<file path="src/hw/rtl/http_content_length_framer_unit_macros.svh">
// Assertion macros used by the framer back stage (hclf_back).
// Define ASSERT_OFF to compile the checks out.
`ifndef HTTP_CONTENT_LENGTH_FRAMER_UNIT_MACROS_SVH
`define HTTP_CONTENT_LENGTH_FRAMER_UNIT_MACROS_SVH
`ifndef ASSERT_OFF
`define HCLF_ASSERT(lbl, clk, rst_n, prop, msg) \
  lbl: assert property (@(posedge clk) disable iff (!rst_n) prop) else $error(msg);
`define HCLF_ASSERT_ALWAYS(lbl, clk, prop, msg) \
  lbl: assert property (@(posedge clk) prop) else $error(msg);
`else
`define HCLF_ASSERT(lbl, clk, rst_n, prop, msg)
`define HCLF_ASSERT_ALWAYS(lbl, clk, prop, msg)
`endif
`endif

</file>
<file path="src/hw/rtl/hclf_pkg.sv">
`default_nettype none
package hclf_pkg;

  localparam int KEY_LEN   = 16;
  localparam int KEY_IDX_W = $clog2(KEY_LEN);
  localparam int KEY_CNT_W = $clog2(KEY_LEN + 1);

  localparam logic [7:0] KEY_TEXT [KEY_LEN] = '{
    8'h43, 8'h6F, 8'h6E, 8'h74, 8'h65, 8'h6E, 8'h74, 8'h2D,
    8'h4C, 8'h65, 8'h6E, 8'h67, 8'h74, 8'h68, 8'h3A, 8'h20
  };

  localparam logic [7:0] CHAR_CR = 8'h0D;
  localparam logic [7:0] CHAR_LF = 8'h0A;
  localparam logic [7:0] CHAR_0  = 8'h30;
  localparam logic [7:0] CHAR_9  = 8'h39;

  localparam logic [31:0] LEN_MAX = 32'hFFFF_FFFF;

  // result event codes
  localparam logic [2:0] EV_NONE     = 3'd0;
  localparam logic [2:0] EV_HDR_DONE = 3'd1;
  localparam logic [2:0] EV_RSP_DONE = 3'd2;
  localparam logic [2:0] EV_NO_LEN   = 3'd3;
  localparam logic [2:0] EV_OVERFLOW = 3'd4;

  // phase codes
  localparam logic PH_HEADER = 1'b0;
  localparam logic PH_BODY   = 1'b1;

  // terminator progress codes
  localparam logic [1:0] TP_NONE   = 2'd0;
  localparam logic [1:0] TP_CR     = 2'd1;
  localparam logic [1:0] TP_CRLF   = 2'd2;
  localparam logic [1:0] TP_CRLFCR = 2'd3;

  // classified byte, front to back
  typedef struct packed {
    logic [KEY_LEN-1:0] key_hit;
    logic               is_digit;
    logic [3:0]         digit;
    logic               is_cr;
    logic               is_lf;
  } cls_t;

endpackage
`default_nettype wire

</file>
<file path="src/hw/rtl/hclf_front.sv">
`default_nettype none
module hclf_front (
  input  wire                 clk,
  input  wire                 rst_n,
  input  wire                 in_valid,
  output logic                in_ready,
  input  wire [7:0]           in_rx_byte,
  output logic                q_valid,
  output hclf_pkg::cls_t      q_cls,
  input  wire                 q_pop
);

  hclf_pkg::cls_t cls;
  hclf_pkg::cls_t mem_r [2];
  logic           wr_ptr_r;
  logic           rd_ptr_r;
  logic [1:0]     count_r;
  logic           push;

  always_comb begin
    for (int i = 0; i < hclf_pkg::KEY_LEN; i++) begin
      cls.key_hit[i] = (in_rx_byte == hclf_pkg::KEY_TEXT[i]);
    end
    cls.is_digit = (in_rx_byte >= hclf_pkg::CHAR_0) && (in_rx_byte <= hclf_pkg::CHAR_9);
    cls.digit    = in_rx_byte[3:0];
    cls.is_cr    = (in_rx_byte == hclf_pkg::CHAR_CR);
    cls.is_lf    = (in_rx_byte == hclf_pkg::CHAR_LF);
  end

  assign in_ready = (count_r != 2'd2);
  assign push     = in_valid && in_ready;
  assign q_valid  = (count_r != 2'd0);
  assign q_cls    = mem_r[rd_ptr_r];

  always_ff @(posedge clk) begin
    if (push) begin
      mem_r[wr_ptr_r] <= cls;
    end
  end

  always_ff @(posedge clk) begin
    if (!rst_n) begin
      wr_ptr_r <= 1'b0;
      rd_ptr_r <= 1'b0;
      count_r  <= 2'd0;
    end else begin
      if (push) begin
        wr_ptr_r <= ~wr_ptr_r;
      end
      if (q_pop) begin
        rd_ptr_r <= ~rd_ptr_r;
      end
      if (push && !q_pop) begin
        count_r <= count_r + 2'd1;
      end else if (!push && q_pop) begin
        count_r <= count_r - 2'd1;
      end
    end
  end

endmodule
`default_nettype wire

</file>
<file path="src/hw/rtl/hclf_back.sv">
`default_nettype none
`include "http_content_length_framer_unit_macros.svh"
module hclf_back (
  input  wire                 clk,
  input  wire                 rst_n,
  input  wire                 q_valid,
  input  hclf_pkg::cls_t      q_cls,
  output logic                q_pop,
  output logic                out_valid,
  input  wire                 out_ready,
  output logic [2:0]          out_event_res,
  output logic                out_in_body,
  output logic [31:0]         out_body_length,
  output logic [15:0]         out_responses_done
);

  logic                             out_valid_r;
  logic [2:0]                       ev_r, ev_nxt;
  logic                             in_body_r, in_body_nxt;
  logic                             phase_r, phase_nxt;
  logic [hclf_pkg::KEY_IDX_W-1:0]   match_r, match_nxt;
  logic [1:0]                       term_r, term_nxt;
  logic                             seen_r, seen_nxt;
  logic                             digits_r, digits_nxt;
  logic [31:0]                      len_r, len_nxt;
  logic [31:0]                      rem_r, rem_nxt;
  logic [15:0]                      cnt_r, cnt_nxt;

  logic [hclf_pkg::KEY_CNT_W-1:0]   mi;
  logic [35:0]                      prod;
  logic [31:0]                      rem_dec;
  logic                             hdr_end;

  assign q_pop = q_valid && (!out_valid_r || out_ready);

  // len*10 + digit, upper bits flag overflow
  assign prod = ({4'd0, len_r} << 3) + ({4'd0, len_r} << 1) + {32'd0, q_cls.digit};
  assign rem_dec = rem_r - {31'd0, (rem_r != 32'd0)};

  always_comb begin
    ev_nxt      = hclf_pkg::EV_NONE;
    in_body_nxt = 1'b0;
    phase_nxt   = phase_r;
    match_nxt   = match_r;
    term_nxt    = term_r;
    seen_nxt    = seen_r;
    digits_nxt  = digits_r;
    len_nxt     = len_r;
    rem_nxt     = rem_r;
    cnt_nxt     = cnt_r;
    mi          = '0;
    hdr_end     = 1'b0;

    if (phase_r == hclf_pkg::PH_BODY) begin
      in_body_nxt = 1'b1;
      rem_nxt     = rem_dec;
      if (rem_dec == 32'd0) begin
        ev_nxt     = hclf_pkg::EV_RSP_DONE;
        cnt_nxt    = cnt_r + 16'd1;
        phase_nxt  = hclf_pkg::PH_HEADER;
        match_nxt  = '0;
        term_nxt   = hclf_pkg::TP_NONE;
        seen_nxt   = 1'b0;
        digits_nxt = 1'b0;
      end
    end else begin
      if (digits_r) begin
        if (q_cls.is_digit) begin
          if (|prod[35:32]) begin
            len_nxt = hclf_pkg::LEN_MAX;
            ev_nxt  = hclf_pkg::EV_OVERFLOW;
          end else begin
            len_nxt = prod[31:0];
          end
        end else begin
          digits_nxt = 1'b0;
        end
      end

      // key matcher, first match per header only
      if (!seen_r) begin
        if (q_cls.key_hit[match_r]) begin
          mi = {1'b0, match_r} + 1'b1;
        end else begin
          mi = q_cls.key_hit[0] ? hclf_pkg::KEY_CNT_W'(1) : '0;
        end
        if (mi == hclf_pkg::KEY_CNT_W'(hclf_pkg::KEY_LEN)) begin
          seen_nxt   = 1'b1;
          digits_nxt = 1'b1;
          len_nxt    = 32'd0;
          match_nxt  = '0;
        end else begin
          match_nxt  = mi[hclf_pkg::KEY_IDX_W-1:0];
        end
      end

      if (q_cls.is_cr) begin
        term_nxt = (term_r == hclf_pkg::TP_CRLF) ? hclf_pkg::TP_CRLFCR : hclf_pkg::TP_CR;
      end else if (q_cls.is_lf) begin
        if (term_r == hclf_pkg::TP_CR) begin
          term_nxt = hclf_pkg::TP_CRLF;
        end else begin
          term_nxt = hclf_pkg::TP_NONE;
          hdr_end  = (term_r == hclf_pkg::TP_CRLFCR);
        end
      end else begin
        term_nxt = hclf_pkg::TP_NONE;
      end

      if (hdr_end) begin
        if (!seen_nxt) begin
          ev_nxt  = hclf_pkg::EV_NO_LEN;
          len_nxt = 32'd0;
        end else if (len_nxt == 32'd0) begin
          ev_nxt  = hclf_pkg::EV_RSP_DONE;
          cnt_nxt = cnt_r + 16'd1;
        end else begin
          ev_nxt    = hclf_pkg::EV_HDR_DONE;
          rem_nxt   = len_nxt;
          phase_nxt = hclf_pkg::PH_BODY;
        end
        match_nxt  = '0;
        term_nxt   = hclf_pkg::TP_NONE;
        seen_nxt   = 1'b0;
        digits_nxt = 1'b0;
      end
    end
  end

  // result payload needs no reset
  always_ff @(posedge clk) begin
    if (q_pop) begin
      ev_r      <= ev_nxt;
      in_body_r <= in_body_nxt;
    end
  end

  // state advances only when a result is loaded, so length and count match it
  always_ff @(posedge clk) begin
    if (!rst_n) begin
      out_valid_r <= 1'b0;
      phase_r     <= hclf_pkg::PH_HEADER;
      match_r     <= '0;
      term_r      <= hclf_pkg::TP_NONE;
      seen_r      <= 1'b0;
      digits_r    <= 1'b0;
      len_r       <= 32'd0;
      rem_r       <= 32'd0;
      cnt_r       <= 16'd0;
    end else begin
      if (q_pop) begin
        out_valid_r <= 1'b1;
        phase_r     <= phase_nxt;
        match_r     <= match_nxt;
        term_r      <= term_nxt;
        seen_r      <= seen_nxt;
        digits_r    <= digits_nxt;
        len_r       <= len_nxt;
        rem_r       <= rem_nxt;
        cnt_r       <= cnt_nxt;
      end else if (out_ready) begin
        out_valid_r <= 1'b0;
      end
    end
  end

  assign out_valid          = out_valid_r;
  assign out_event_res      = ev_r;
  assign out_in_body        = in_body_r;
  assign out_body_length    = len_r;
  assign out_responses_done = cnt_r;

  `HCLF_ASSERT_ALWAYS(a_rst_clears, clk, !rst_n |=> !out_valid_r && (phase_r == hclf_pkg::PH_HEADER), "reset left result or body phase")
  `HCLF_ASSERT(a_body_rem, clk, rst_n, (phase_r == hclf_pkg::PH_BODY) |-> (rem_r != 32'd0), "body phase with nothing remaining")
  `HCLF_ASSERT(a_cnt_hold, clk, rst_n, (q_pop && (ev_nxt != hclf_pkg::EV_RSP_DONE)) |=> (cnt_r == $past(cnt_r)), "count moved without completion")
  `HCLF_ASSERT(a_seen_idle, clk, rst_n, seen_r |-> (match_r == '0), "matcher advanced after length seen")
  `HCLF_ASSERT(a_digits_seen, clk, rst_n, digits_r |-> seen_r, "digits taken without key match")

endmodule
`default_nettype wire

</file>
<file path="src/hw/rtl/http_content_length_framer_unit.sv">
// Content-Length framer for a received HTTP/1.1 response byte stream.
// Input channel (in_valid/in_ready/in_rx_byte): one stream byte per beat.
// Result channel (out_valid/out_ready/out_*): exactly one result beat per
// input beat, in order: event code, body flag, the parsed length and the
// running count of completed responses (both as left after that byte).
// A front stage classifies each byte (key letter hits, digit, CR, LF) into a
// two-entry queue; the back stage runs the header matcher, the length
// accumulator, the CRLFCRLF detector and the body countdown, and holds the
// result in an output register.
// Each taken byte is registered in the queue, and then its result in the output
// register, from which its result beat leaves.
// Throughput: one byte per cycle while out_ready stays high; the back stage
// state update (one 36-bit multiply-by-ten add) sets the cycle.
// When the receiver stalls the output register holds its beat, the queue
// fills both of its entries, and in_ready drops.
// Reset (rst_n low, synchronous) empties queue and output register and puts
// the block in the header phase with zero length and zero count.
`default_nettype none
module http_content_length_framer_unit (
  input  wire         clk,
  input  wire         rst_n,
  input  wire         in_valid,
  output logic        in_ready,
  input  wire [7:0]   in_rx_byte,
  output logic        out_valid,
  input  wire         out_ready,
  output logic [2:0]  out_event_res,
  output logic        out_in_body,
  output logic [31:0] out_body_length,
  output logic [15:0] out_responses_done
);

  logic           q_valid;
  logic           q_pop;
  hclf_pkg::cls_t q_cls;

  hclf_front u_front (
    .clk        (clk),
    .rst_n      (rst_n),
    .in_valid   (in_valid),
    .in_ready   (in_ready),
    .in_rx_byte (in_rx_byte),
    .q_valid    (q_valid),
    .q_cls      (q_cls),
    .q_pop      (q_pop)
  );

  hclf_back u_back (
    .clk                (clk),
    .rst_n              (rst_n),
    .q_valid            (q_valid),
    .q_cls              (q_cls),
    .q_pop              (q_pop),
    .out_valid          (out_valid),
    .out_ready          (out_ready),
    .out_event_res      (out_event_res),
    .out_in_body        (out_in_body),
    .out_body_length    (out_body_length),
    .out_responses_done (out_responses_done)
  );

endmodule
`default_nettype wire

</file>
<file path="config.mk">
export PLATFORM = sky130hd
export DESIGN_NAME = http_content_length_framer_unit
export DESIGN_NICKNAME = d
export VERILOG_FILES = /design/src/hw/rtl/hclf_pkg.sv /design/src/hw/rtl/hclf_front.sv /design/src/hw/rtl/hclf_back.sv /design/src/hw/rtl/http_content_length_framer_unit.sv
export VERILOG_INCLUDE_DIRS = /design/src /design/src/hw/rtl
export SDC_FILE = /design/constraint.sdc
export NUM_CORES = 1
export LEC_CHECK = 0
export BUFFER_PORTS_ARGS = -buffer_cell sky130_fd_sc_hd__buf_2
export CAP_MARGIN = 5
export CORE_UTILIZATION = 67
export CTS_CLUSTER_SIZE = 10
export DETAILED_ROUTE_END_ITERATION = 16
export GPL_TIMING_DRIVEN = 0
export MAX_ROUTING_LAYER = met4
export PLACE_DENSITY = 0.95
export SETUP_SLACK_MARGIN = 0.1
export SYNTH_ARGS = -nofsm -noshare
export SYNTH_HDL_FRONTEND = slang
export SYNTH_SLANG_ARGS = --single-unit
</file>
<file path="constraint.sdc">
create_clock -name clk -period 7.8 [get_ports clk]
set_input_delay 1.56 -clock clk [delete_from_list [all_inputs] [get_ports clk]]
set_output_delay 1.56 -clock clk [all_outputs]
set_load 0.01 [all_outputs]
</file>
# Word-level counts from Yosys, hierarchy flattened
# Memories as Yosys holds them, arrays and structs flattened. A register that Yosys moved wholly into a read port is not among the register bits.
# Cells that the tools add are included.
[totals]
ramBits = 46
out_inout_bits = 54
regBits = 98
memories = 1
inputBits = 12
[mem_list]
columns = ["memory", "words", "width", "read_ports", "rd_ports_with_merged_regs", "write_ports", "line_no", "text"]
rows = [
  ["u_front.mem_r", 2, 23, 1, 1, 1, "hclf_front.sv:14", "hclf_pkg::cls_t mem_r [2];"],
]
[classes]
bitwise = 3
muxes = 73
eq_ne = 21
reduce_logical = 24
magnitude_cmp = 3
add_sub_neg = 7
[ops]
columns = ["cell", "n"]
rows = [
  ["32-bit two-way mux", 12],
  ["16-bit two-way mux", 5],
  ["8-bit by 7-bit equality test with 1-bit output (second input constant)", 8],
  ["32-bit zero test", 2],
  ["35-bit by 33-bit adder with 36-bit output", 1],
  ["36-bit by 4-bit adder with 36-bit output", 1],
  ["32-bit nonzero test", 1],
  ["32-bit by 1-bit subtractor with 32-bit output", 1],
  ["1-bit two-way mux", 30],
  ["8-bit by 6-bit equality test with 1-bit output (second input constant)", 3],
  ["2-bit two-way mux", 11],
  ["4-bit two-way mux", 5],
  ["3-bit two-way mux", 6],
  ["16-bit by 1-bit adder with 16-bit output (second input constant)", 1],
  ["8-bit by 4-bit equality test with 1-bit output (second input constant)", 2],
  ["5-bit two-way mux", 3],
  ["2-bit nonzero test", 6],
  ["8-bit by 6-bit >= comparator with 1-bit output (second input constant)", 1],
  ["8-bit by 6-bit <= comparator with 1-bit output (second input constant)", 1],
  ["4-bit by 1-bit adder with 5-bit output (second input constant)", 1],
  ["5-bit equality test (second input constant)", 1],
  ["1-bit logical AND", 5],
  ["4-bit by 5-bit < comparator with 1-bit output (second input constant)", 1],
  ["5-bit AND reduction", 1],
  ["15 further kinds", 22],
]

# Logic depth before layout (Yosys ltp)
[logic_depth]
depth_word = 14
mapped_depth = 24
mapped_depth_nobuf = 20

# Hierarchy
# From an unflattened synthesis, not the netlist that was laid out.
[unflattened]
cells_unflattened = 1222
area_unflattened_um2 = 10050.9
[by_module_without_submodules]
columns = ["mod", "seq_area_each_um2", "area_each_um2", "cells_per_inst", "n_inst"]
rows = [
  ["hclf_back", 1921.8, 8281.7, 1105, 1],
  ["hclf_front", 1181.1, 1769.2, 117, 1],
]

# Least setup slack after synthesis
# OpenSTA, ideal clock, no wires.
[synth_path]
kind = "reg2reg"
startpoint = "register (tool-made name)"
endpoint = "register u_back.cnt_r[10], in the netlist u_back.out_responses_done[10]"
stages_incl_launch_ff = 23
arrival_ns = 5.232
setup_slack_ns = 2.498
synth_period_minus_slack_ns = 5.302
required_time_ns = 7.730
setup_time_ns = 0.070
n_path_buf = 4
cell_sequence = "dfxtp_1 > buf_4 > buf_4 > mux2_2 > ha_1 > ha_1 > inv_1 > fa_1 > nand2b_1 > a21o_1 > a311o_1 > a2111oi_4 > o211ai_2 > a2bb2oi_2 > nand4_2 > buf_6 > o221a_4 > nand4b_2 > nor4_4 > a41oi_4 > buf_6 > or4_1 > a21oi_1"
[synth_rtl]
columns = ["element", "line_no", "text"]
rows = [
  ["end signal, assigned", "hclf_back.sv:160", "cnt_r <= cnt_nxt;"],
  ["end, declared", "hclf_back.sv:27", "logic [15:0] cnt_r, cnt_nxt;"],
]

==> flow_summary_export.csv <==
group,metric,value,unit
grt,grt_max_degree,19,
logic_synthesis,synth_fp_nets,1242,
timing,layout_setup_ws,1.25,ns
hold_path,min-delay-path-class,"register to register",
setup_path,timing.critical_path.max_delay_family,"compound AO/OA/AOI/OAI gates",
floorplan,design.die.area,14800,um^2
route,postRouteAntennaNets,0,
clock_tree,cts.clk_slew.worst_paths,0.07,ns
placement,dpl.cell_count,1404,
run_status,status,"completed",
placement,place.gp.congestion,1.02,
logic_synthesis,synth_enable_flop_cells,40,
power_and_ir_drop,static-leakage-power,4.34,nW
timing,finalSetupTns,0,ns
clock_tree,clock_latency,0.44,ns
timing,timing.final.max_slew_violations,0,
floorplan,placementRows,43,
clock_tree,clock_buffers_created_by_tritoncts,17,
setup_path,worst_setup_path_end_kind,"register",
timing,worstMarginPinSlew,1.02,ns
route,initialDrtViolationCount,1709,
logic_synthesis,netlist_instances,1160,
placement,dp_worst_setup_slack,1.57,ns
timing,slew_headroom,31.7,%
power_and_ir_drop,power.density,188,nW/um^2
timing,share_of_the_clock_period_used_by_the_worst_path_after_layout,84.0,%
grt,globalRoute.totalOverflow,0,
logic_synthesis,postSynth.asyncResetShare,0,%
grt,wire_length_of_the_first_global_routing_pass,47600,um
cells_and_area,layoutNonFillerInstCount,1436,
route,total_iterations_of_the_first_detailed_routing_run,6,
setup_path,delay_of_the_slowest_cell_on_the_worst_path,0.43,ns
cells_and_area,antenna_cells,0,
timing,setup_viol,0,
route,avgViaCountPerCell,7.14,
clock_tree,cts_repair_resize_count,0,
setup_path,crit_buf_inv,7,
clock_tree,cts.repair_timing.setup_buffer_count,0,
setup_path,path_cells,"buf_4 -> buf_4 -> mux2_2 -> ha_1 -> ha_1 -> inv_1 -> fa_1 -> nand2b_1 -> a21o_1 -> a311o_1 -> a2111oi_4 -> o211ai_2 -> a2bb2oi_2 -> nand4_2 -> buf_6 -> buf_6 -> o21ai_1 -> o211ai_1 -> nor4_4 -> a31oi_1 -> o211ai_1 -> buf_2 -> buf_2 -> o22ai_1",
cells_and_area,area.growth.synth_to_final,11.7,%
clock_tree,clock_sink_count,135,
timing,unrepaired_setup_endpoints_after_global_routing,"no",
floorplan,num_io_pins,66,
logic_synthesis,synth_warnings,0,
cells_and_area,layout-drive-gt1-share,12.9,%
grt,grt_antenna_before_repair,0,
clock_tree,tritoncts,"built",
setup_path,crit_path_start_kind,"register",
setup_path,critical-path-slowest-cell,"sky130_fd_sc_hd__a311o_1",
clock_tree,cts.root.buffer_cell,"sky130_fd_sc_hd__clkbuf_16",
floorplan,initial_core_util,69.0,%
power_and_ir_drop,power.ir.vdd_worst,171,uV
floorplan,die_width,122,um
logic_synthesis,synth_seq_area_share,32.3,%
clock_tree,holdBufCountCts,0,
clock_tree,cts.htree.levels,4,
timing,finClkSkew,0.0123,ns
cells_and_area,nets,1325,
setup_path,worst_ep_required_time,8.09,ns
logic_synthesis,netlist_area,9620,um^2
logic_synthesis,synth_top_flop_cell,"sky130_fd_sc_hd__dfxtp_1",
floorplan,die-height,122,um
placement,dpl_cell_area,10200,um^2
logic_synthesis,synth_commonest_cells,"161 x sky130_fd_sc_hd__nor2_1, 104 x sky130_fd_sc_hd__a21oi_1, 95 x sky130_fd_sc_hd__dfxtp_1",
route,remaining_routing_drc_violations,0,
route,drt-wirelength-per-cell,21.6,um
logic_synthesis,synth_most_common_cell,"sky130_fd_sc_hd__nor2_1",
floorplan,core_area,13900,um^2
logic_synthesis,ys_types,91,
route,route.vias.total,10300,
placement,port_buffers,64,
timing,clock.fmax,153,MHz
logic_synthesis,mean_area_per_synthesized_cell,8.29,um^2
timing,post-route-min-period,6.55,ns
logic_synthesis,synth_top_area_cell,"sky130_fd_sc_hd__dfxtp_1",
logic_synthesis,synth_top_area_share,19.8,%
setup_path,timing_worst_setup_path_type,"register to register",
placement,dp_hpwl,22700,um
setup_path,worstPathMaxFanout,10,
grt,globalRouteTotalUtil,42.9,%
setup_path,cp_data_arrival_time,6.84,ns
grt,via_count_of_the_first_global_routing_pass,9323,
route,routed_wirelength,31000,um
run,cap_viol_max_count,0,
clock_tree,cts-root-to-sink-buffers,2,
cells_and_area,final_area,10700,um^2
logic_synthesis,synthTopCellsByArea,"sky130_fd_sc_hd__dfxtp_1 20%, sky130_fd_sc_hd__edfxtp_1 12%, sky130_fd_sc_hd__ha_1 8.8%",
logic_synthesis,synth.ff_latch_count,135,
timing,hold_violations,0,
[final timing paths]
path / cells after the start / endpoint / slack (ns) / startpoint
hold reg to reg: 0 / u_back.out_in_body / 0.45 / u_back.phase_r
setup reg to reg: 24 / u_back.rem_r[14] / 1.25 / register
setup / recovery: 24 / u_back.rem_r[14] / 1.25 / register
hold / removal: 0 / u_back.out_in_body / 0.45 / u_back.phase_r
[where the power goes]
group	internal [W]	switching [W]	leakage [nW]	total [W]
Clock	0.000452	0.000357	0.278	0.000809
Sequential	0.000783	0.0000291	1.15	0.000812
Combinational	0.000119	0.000280	2.90	0.000399
Total	0.00135	0.000666	4.34	0.00202
[layout by cell type (no fill, tap or decap), types with 34 or more instances in the layout]
cell type	instances
sky130_fd_sc_hd__nor2_1	160
sky130_fd_sc_hd__a21oi_1	104
sky130_fd_sc_hd__buf_2	75
sky130_fd_sc_hd__nand2_1	93
sky130_fd_sc_hd__nor3_1	34
sky130_fd_sc_hd__o22ai_1	35
sky130_fd_sc_hd__clkbuf_1	47
sky130_fd_sc_hd__ha_1	68
sky130_fd_sc_hd__edfxtp_1	40
sky130_fd_sc_hd__dfxtp_1	95
sky130_fd_sc_hd__o21ai_0	52
[stage by stage]
stage | power (W) | hold slack (ns) | utilization, %
floorplan | 0.00107 | 0.406 | -
global placement | 0.00118 | 0.411 | 73.0
detailed placement | 0.00120 | 0.437 | 73.0
CTS | 0.00200 | 0.448 | 77.1
global route | 0.00206 | 0.468 | 77.1
finish | 0.00202 | 0.451 | 77.1
[layout make-up]
class / instances / area (um^2)
Multi-Input combinational cell: 933 / 6130
Fill cell: 1018 / 3190
Sequential cell: 135 / 3100
Clock buffer: 17 / 425
Timing Repair Buffer: 64 / 320
Buffer: 66 / 292
Tap cell: 180 / 225
Clock inverter: 15 / 154
Inverter: 26 / 97.6
[registers in the layout, indices dropped and copies added (netlist names), named ones only]
register / flops
u_back.rem_r: 32
u_front.count_r: 2
u_back.phase_r: 1
u_back.out_in_body: 1
u_back.out_responses_done: 16
u_back.match_r: 4
u_back.out_valid: 1
u_back.seen_r: 1
u_front.mem_r: 36
u_back.digits_r: 1
u_back.out_event_res: 3
u_front.rd_ptr_r: 1
u_front.wr_ptr_r: 1
u_back.term_r: 2
u_back.out_body_length: 32
[kinds of logic after synthesis]
group,Yosys count,synth area share [%]
mux,26,3.67
compound gates,349,24.1
fa+ha+maj,70,9.26
flops,135,32.3
simple gates,446,22.8
buf+inv,92,4.04
xor+xnor,42,3.82
[layer usage]
| layer | GRT usage [%] | wire length, um | vias to the layer above |
|---|---|---|---|
| met2 | 63.2 | 13700 | 830 |
| met3 | 12.1 | 3910 | 186 |
| met5 | - | 0 | - |
| met1 | 53.8 | 12000 | 4715 |
| li1 | - | - | 4524 |
| met4 | 21.0 | 1370 | 0 |
Note: power is estimated with default switching activity, not from simulation.
